==> src/sv/gbs_pkg.sv <==
`default_nettype none

package gbs_pkg;

	// field widths
	localparam int COORD_W = 16;
	localparam int LABEL_W = 8;
	localparam int SLOT_W  = 8;
	localparam int AREA_W  = 32;
	localparam int LIMIT_W = 9;

	// shared multiplier operand and product widths
	localparam int MUL_A_W = AREA_W + 1;
	localparam int MUL_B_W = COORD_W;
	localparam int MUL_P_W = MUL_A_W + MUL_B_W;

	// configuration port
	localparam int CFG_IDX_W  = 2;
	localparam int CFG_DATA_W = LIMIT_W;

	localparam logic [CFG_IDX_W-1:0] CFG_OVERLAP_MODE   = 2'd0;
	localparam logic [CFG_IDX_W-1:0] CFG_IOU_LIMIT      = 2'd1;
	localparam logic [CFG_IDX_W-1:0] CFG_IOS_LIMIT      = 2'd2;
	localparam logic [CFG_IDX_W-1:0] CFG_CLASS_AGNOSTIC = 2'd3;

	localparam logic MODE_IOU = 1'b0;
	localparam logic MODE_IOS = 1'b1;

	localparam logic [LIMIT_W-1:0] IOU_LIMIT_RST = 9'd115;
	localparam logic [LIMIT_W-1:0] IOS_LIMIT_RST = 9'd128;

	localparam int DEF_MAX_KEPT = 256;

	// one row of the kept table
	typedef struct packed {
		logic [AREA_W-1:0]  area;
		logic [LABEL_W-1:0] label;
		logic [COORD_W-1:0] h;
		logic [COORD_W-1:0] w;
		logic [COORD_W-1:0] y;
		logic [COORD_W-1:0] x;
	} kept_entry_t;

endpackage

`default_nettype wire

==> src/sv/gbs_mul.sv <==
`default_nettype none

// shared multiplier, product registered
module gbs_mul
	import gbs_pkg::*;
(
	input  wire logic               clk,
	input  wire logic [MUL_A_W-1:0] a,
	input  wire logic [MUL_B_W-1:0] b,
	output logic      [MUL_P_W-1:0] p_q
);

	always_ff @(posedge clk) begin
		p_q <= MUL_P_W'(a) * MUL_P_W'(b);
	end

endmodule

`default_nettype wire

==> config.mk <==
export PLATFORM = sky130hd
export DESIGN_NAME = gbs_mul
export DESIGN_NICKNAME = d
export VERILOG_FILES = /design/src/sv/gbs_pkg.sv /design/src/sv/gbs_mul.sv
export SDC_FILE = /design/constraint.sdc
export NUM_CORES = 1
export LEC_CHECK = 0
export BUFFER_PORTS_ARGS = -buffer_cell sky130_fd_sc_hd__buf_2
export CAP_MARGIN = 20
export CORE_UTILIZATION = 23
export CTS_BUF_LIST = sky130_fd_sc_hd__clkbuf_16
export DETAILED_ROUTE_END_ITERATION = 12
export PLACE_DENSITY = 0.37
export SYNTH_ARGS = -nofsm -noshare
export SYNTH_HDL_FRONTEND = slang
export SYNTH_SLANG_ARGS = --single-unit
export TNS_END_PERCENT = 30
==> constraint.sdc <==
create_clock -name clk -period 13.94 [get_ports clk]
set_input_delay 2.091 -clock clk [delete_from_list [all_inputs] [get_ports clk]]
set_output_delay 2.091 -clock clk [all_outputs]
set_load 0.1 [all_outputs]
# [Word-level counts from Yosys, hierarchy flattened]
# Index checks and enable logic that the tools add are counted.
[totals] reg_bits=49 latch_bits=0 mem_bits_rw=0 mem_bits_ro=0 output_inout_bits=49 elab_cells=2 memories=0
[classes] add_sub_neg=0 mul=1 div_mod_pow=0 n_lt_le_gt_ge=0 n_eq_ne=0 shift=0 muxes=0 n_bitwise=0 reduce_logical=0
[ops] op="$mul A33 B16 Y49" n=1

# [Longest topological paths before layout]
# Gate-level depths: netlist of the first run.
[logic_depth] ltp_word=1 ltp_mapped=25 depth_no_buf=23

# [Worst setup path before layout of the first run]
# No wires, ideal clock.
[synth_timing] path_type="input port to flip-flop" start="input a[30]" end="register p_q[48]" arrival_time_ns=7.762 slack_ns=6.087 path_stages=24 path_buffers=2 path_cell_list="clkbuf_1 -> nand2_1 -> fa_1 -> inv_1 -> fa_1 -> inv_1 -> fa_1 -> inv_1 -> fa_1 -> fa_1 -> inv_1 -> fa_1 -> inv_1 -> ha_1 -> buf_4 -> nand4_1 -> nor2_1 -> nand3_1 -> or3_1 -> or3_1 -> a31o_1 -> and2_4 -> o211a_1 -> a311oi_1"
[synth_via] elab_chain_cells=1
[synth_rtl] element="start, declared" line_no="gbs_mul.sv:8" rtl="input wire logic [MUL_A_W-1:0] a,"
[synth_rtl] element="$mul A33 B16 Y49" line_no="gbs_mul.sv:14" rtl="p_q <= MUL_P_W'(a) * MUL_P_W'(b);"
[synth_rtl] element="end signal, assigned" line_no="gbs_mul.sv:14"
[synth_rtl] element="end, declared" line_no="gbs_mul.sv:10" rtl="output logic [MUL_P_W-1:0] p_q"
# Every way passes these cells.

# [Worst setup path after layout of the first run]
[layout_timing] start="input b[7]" end="register p_q[48]"
[layout_via] elab_chain_cells=1
[layout_rtl] element="start, declared" line_no="gbs_mul.sv:9" rtl="input wire logic [MUL_B_W-1:0] b,"
[layout_rtl] element="$mul A33 B16 Y49" line_no="gbs_mul.sv:14"
# Every way passes these cells.

==> run_results.csv, run 1 <==
group,metric,value,unit
outcome,outcome,"finished, final reports clean",
die,initial_utilization,23.3,%
placed_design,portBuffers,98,
setup_path,crit_type,"input port to flop",
timing,rsz0062_at_grt,"no",
logic_synthesis,synth_edf_count,0,
clock_network,cts_resized,0,
timing,setup_tns,0,ps
setup_path,crit_path_max_fanout,33,
placed_design,globalplace.congestion,0.794,
clock_network,cts.sinks,49,
clock_network,post_cts_buffers,0,
timing,tightest_slew,1030,ps
placed_design,place_hpwl,42900,µm
logic_synthesis,yosys.area.top_type,"fa_1",
logic_synthesis,ys.flop_type,"dfxtp_1",
die,coreArea,0.0759,mm²
logic_synthesis,synth_compound_area_share,5.68,%
die,die_area,0.0780,mm²
clock_network,hold_buffers,0,
finish,drive_above_1_share,6.13,%
global_routing,grt_usage,14.2,%
timing,hold_violations,0,
worst_hold_path,worstHoldStart,"a[0]",
logic_synthesis,yosysWarnings,0,
logic_synthesis,ys_top_cells_by_count,"inv_1, fa_1, nand2_1",
clock_network,clk_pin_slew,80,ps
logic_synthesis,synth_area,0.0177,mm²
logic_synthesis,yosys-top-cells-area,"fa_1, inv_1, ha_1, and2_1, nand2_1",
logic_synthesis,ys_async_sr_fraction,0,%
logic_synthesis,synth-simple-area-share,17.7,%
setup_path,cp.required,14170,ps
die,die_h,279,µm
flow_run,maxCapViolCount,0,
finish,reg.largest.list,"p_q x49",
finish,largest_reg_flops,49,
routing,routedWlPerCell,17.8,µm
logic_synthesis,synth_top_family_by_area,"adder cells",
timing,slew_headroom,31.1,%
clock_network,tritoncts,"yes",
routing,dr.pass1.iters,5,
logic_synthesis,synthCells,1977,
timing,fmax,0.115,GHz
routing,drt-initial-drc-count,496,
logic_synthesis,syn_area_per_cell,8.94,µm²
timing,setup_violations,0,
clock_network,numCtsBuffers,5,
finish,areaGrowthSynthToFinish,8.78,%
logic_synthesis,synthAdderAreaFrac,57.5,%
worst_hold_path,hold_path_end,"p_q[0]",
logic_synthesis,ys_seq_area_share,5.55,%
logic_synthesis,ys_ff_latch,49,
routing,wl,53700,µm
global_routing,grt-ovfl-total,0,
routing,vias_per_cell,4.27,
timing,period_share,62.4,%
logic_synthesis,syn_nets,2580,
finish,top_register,"p_q",
logic_synthesis,ys_types,59,
routing,drc,0,
global_routing,grt_pass1_wl,84600,µm
timing,finalMaxSlewViolations,0,
logic_synthesis,synth-xor-area-share,2.03,%
global_routing,grt_max_degree,34,
clock_network,cts_root_buf,"clkbuf_16",
routing,vias,12900,
die,ios,99,
setup_path,cp-end-kind,"flop",
timing,period_minus_slack,8700,ps
global_routing,antenna_found_initial,5,
finish,nets,2591,
setup_path,cp.arrival,8930,ps
logic_synthesis,yosysMostFrequentCell,"inv_1",
setup_path,start_kind,"input port",
routing,drtAntennaViolNets,0,
logic_synthesis,synth_top_cell_area_share,48.9,%
clock_network,htreeDepth,2,
worst_hold_path,hold_class,"input port to flop",
global_routing,grt_pass1_vias,14500,
die,rows,101,
logic_synthesis,synth_mux_area_share,0,%
die,die_x,279,µm
worst_hold_path,holdPathStages,2,
clock_network,max-clock-path-buffers,2,
==> logic make-up (layout without fill, tap and decap cells) <==
logic type | Yosys count | in the layout
fa+ha+maj | 553 | 553
simple gates | 644 | 644
buf+inv | 539 | 551
compound gates | 151 | 151
xor+xnor | 41 | 41
flops | 49 | 49
other cells | 0 | 1
==> layer usage <==
layer | global-route usage (%) | wire length (µm) | vias to the layer above
met3 | 1.18 | 1340 | 40
met5 | 0 | 0 | -
li1 | - | - | 5799
met1 | 18.5 | 23900 | 6823
met2 | 25.9 | 27800 | 220
met4 | 2.20 | 699 | 0
==> placed cells by master (no fill, tap or decap), types with 7 or more instances in the layout <==
| master | count |
|---|---|
| a21o_1 | 14 |
| a21oi_1 | 56 |
| a31oi_1 | 7 |
| and2_1 | 229 |
| buf_2 | 98 |
| dfxtp_1 | 49 |
| fa_1 | 432 |
| ha_1 | 121 |
| inv_1 | 445 |
| nand2_1 | 329 |
| nand3_1 | 14 |
| nand4_1 | 8 |
| nor2_1 | 29 |
| nor2b_1 | 8 |
| o21ai_0 | 24 |
| xnor2_1 | 25 |
| xor2_1 | 16 |
==> worst max-delay path: stages <==
cell and delay, ps:
buf_2 750, nand2_1 180, fa_1 570, inv_1 50, fa_1 480, fa_1 600
fa_1 440, fa_1 500, inv_1 50, fa_1 470, inv_1 40, ha_1 360
a21oi_1 310, o21ai_0 220, or4_1 520, a211oi_2 260, or3_1 260, a31o_1 220
and2_4 180, o21ai_1 90, a311oi_1 260
==> final cells by class <==
cell class	instances	area (µm²)
well taps	1030	1290
multi-input cells	1389	14600
clock inverters	3	18.8
clock buffers	5	125
fillers	8339	56700
repair buffers	99	498
flip-flops and latches	49	981
inverters	444	1670
diodes	1	2.50
==> worst max path at each step <==
| stage | start | to | depth (start not counted) | slack, ps |
|---|---|---|---|---|
| 5_1_grt | b[7] | p_q[48] | 21 | 4800 |
| 4_1_cts | b[7] | p_q[48] | 21 | 5220 |
| 2_1_floorplan | a[30] | p_q[48] | 24 | 6090 |
| 6_report | b[7] | p_q[48] | 21 | 5240 |
| 3_5_place_dp | b[7] | p_q[48] | 21 | 4870 |
| 3_3_place_gp | b[7] | p_q[41] | 23 | 4930 |
==> metrics by stage <==
stage / std cells / hold WS, ps / area, µm² / util (%) / worst slack (ps)
2_1_floorplan: 1977 / 2210 / 17700 / - / 6090
3_3_place_gp: 3011 / 2610 / 19100 / 25.1 / 4930
3_5_place_dp: 3011 / 2610 / 19100 / 25.1 / 4870
4_1_cts: 3019 / 2260 / 19200 / 25.3 / 5220
5_1_grt: 3020 / 2250 / 19200 / 25.3 / 4800
6_report: 3020 / 2260 / 19200 / 25.3 / 5240
Power of run 1 is not shown: default switching activity piles up to over one toggle a cycle in this logic, so the estimate is an artifact.
==> run 2, diff against run 1 <==
--- a/config.mk
+++ b/config.mk
@@ -10,7 +10,7 @@
 export CORE_UTILIZATION = 23
 export CTS_BUF_LIST = sky130_fd_sc_hd__clkbuf_16
 export DETAILED_ROUTE_END_ITERATION = 12
-export PLACE_DENSITY = 0.37
+export PLACE_DENSITY = 0.38
 export SYNTH_ARGS = -nofsm -noshare
 export SYNTH_HDL_FRONTEND = slang
 export SYNTH_SLANG_ARGS = --single-unit
==> constraint.sdc (replaced) <==
create_clock -name clk -period 7.15 [get_ports clk]
set_input_delay 1.0725 -clock clk [delete_from_list [all_inputs] [get_ports clk]]
set_output_delay 1.0725 -clock clk [all_outputs]
set_load 0.1 [all_outputs]
==> run 2 against run 1 <==
  * Design area is 10% higher
  * Die area stayed put
  * Sequential share of layout area is 0.48 points lower
  * Routed wire length is 1.3% higher
  * Critical path depth is 1 higher
  * Non-clock buffer count is 227 higher
  * Critical endpoint unchanged
  * Largest cell class unchanged
==> run_results.csv, run 2 (same netlist as run 1, synthesis figures left out) <==
group,metric,value,unit
outcome,outcome,"finished, final reports clean",
setup_path,cp.arrival,7160,ps
timing,hold_violations,0,
routing,routedWlPerCell,16.8,µm
worst_hold_path,worstHoldStart,"a[0]",
routing,drc,0,
clock_network,cts_root_buf,"clkbuf_16",
timing,fmax,0.144,GHz
routing,vias_per_cell,4.15,
setup_path,crit_path_max_fanout,10,
placed_design,post_dp_cell_area,0.0209,mm²
finish,reg.largest.list,"p_q x49",
placed_design,portBuffers,98,
finish,largest_reg_flops,49,
timing,rsz0062_at_grt,"no",
setup_path,cp.required,7380,ps
die,coreArea,0.0759,mm²
global_routing,grt_usage,14.4,%
die,initial_utilization,23.3,%
finish,drive_above_1_share,16.2,%
setup_path,start_kind,"input port",
timing,period_share,97.0,%
routing,dr.pass1.iters,4,
global_routing,antenna_found_initial,3,
clock_network,clk_pin_slew,80,ps
worst_hold_path,hold_path_end,"p_q[0]",
die,die_h,279,µm
timing,finalMaxSlewViolations,0,
die,die_x,279,µm
finish,areaGrowthSynthToFinish,20.1,%
setup_path,cp-end-kind,"flop",
finish,final_cell_mix,"inv_1, fa_1, nand2_1",
finish,fillCellCount,8224,
clock_network,numCtsBuffers,5,
setup_path,crit_type,"input port to flop",
placed_design,place_hpwl,48100,µm
worst_hold_path,hold_class,"input port to flop",
timing,period_minus_slack,6930,ps
timing,setup_violations,0,
worst_hold_path,holdPathStages,2,
clock_network,cts.sinks,49,
finish,mostFrequentLayoutCell,"inv_1",
flow_run,maxCapViolCount,0,
global_routing,grt_pass1_wl,86800,µm
routing,wl,54500,µm
placed_design,globalplace.congestion,0.789,
routing,vias,13500,
clock_network,hold_buffers,0,
finish,top_register,"p_q",
finish,nets,2818,
clock_network,max-clock-path-buffers,2,
clock_network,htreeDepth,2,
die,rows,101,
global_routing,grt_pass1_vias,15400,
routing,drtAntennaViolNets,0,
die,ios,99,
timing,slew_headroom,48.5,%
global_routing,grt_max_degree,34,
finish,fin_area,0.0212,mm²
clock_network,tritoncts,"yes",
global_routing,grt-ovfl-total,0,
timing,setup_slack,216,ps
timing,tightest_slew,773,ps
die,die_area,0.0780,mm²
placed_design,pre_cts_ws,-460,ps
routing,drt-initial-drc-count,448,
-- run 2: cell types whose count changed in the layout (fill, tap and decap cells not counted), sizes merged --
cell and change:
buf +218, clkbuf +9, diode +1
-- run 2: layout make-up --
type	instances	area, µm²	area share, %
Inverter	444	1670	7.85
Antenna cell	2	5.00	0.0236
Tap cell	1030	1290	6.07
Multi-Input combinational cell	1389	14700	69.3
Clock buffer	5	125	0.590
Clock inverter	3	18.8	0.0884
Timing Repair Buffer	326	2430	11.5
Sequential cell	49	981	4.62
-- run 2: stage by stage --
step | utilization (%) | TNS, ps | hold slack (ps) | std cells
CTS | 27.7 | 0 | 1190 | 3243
finish | 27.9 | 0 | 1210 | 3248
global placement | 27.5 | -3940 | 1540 | 3235
floorplan | - | 0 | 1190 | 1977
detailed placement | 27.5 | -4380 | 1540 | 3235
global route | 27.9 | 0 | 1210 | 3246
-- run 2: timing repair --
action,in CTS,in global routing
pin swaps,0,9
gates resized for setup,3,47
gates cloned,0,1
buffers inserted,0,2
setup endpoints to repair,5,15
-- run 2: critical path, stage by stage --
cell	delay, ps
clkbuf_4	220
buf_4	200
nand2_1	100
fa_1	560
inv_1	60
fa_1	550
fa_1	440
fa_1	490
fa_1	490
inv_1	50
fa_1	470
inv_1	50
ha_2	380
nand4_1	190
o211ai_2	120
a21oi_1	100
or3_1	350
or3_4	400
a31o_1	270
and2_4	150
o211a_1	220
a311oi_1	230
-- run 2: how the worst max path moves through the flow --
stage,startpoint,to,slack (ps),cells past startpoint
after floorplan,a[30],p_q[48],320,24
after global placement,b[3],p_q[35],-430,23
after detailed placement,b[3],p_q[35],-460,22
after CTS,b[1],p_q[48],6,22
after global routing,a[11],p_q[48],2,22
final,a[11],p_q[48],220,22
-- run 2: layer usage --
metal	up-vias	global-route usage [%]	routed length (µm)
met4	0	2.59	843
met2	207	25.7	27400
met1	6978	18.8	24700
li1	6257	-	-
met5	-	0	0
met3	41	1.56	1460
Power of run 2 is left out for the same reason.
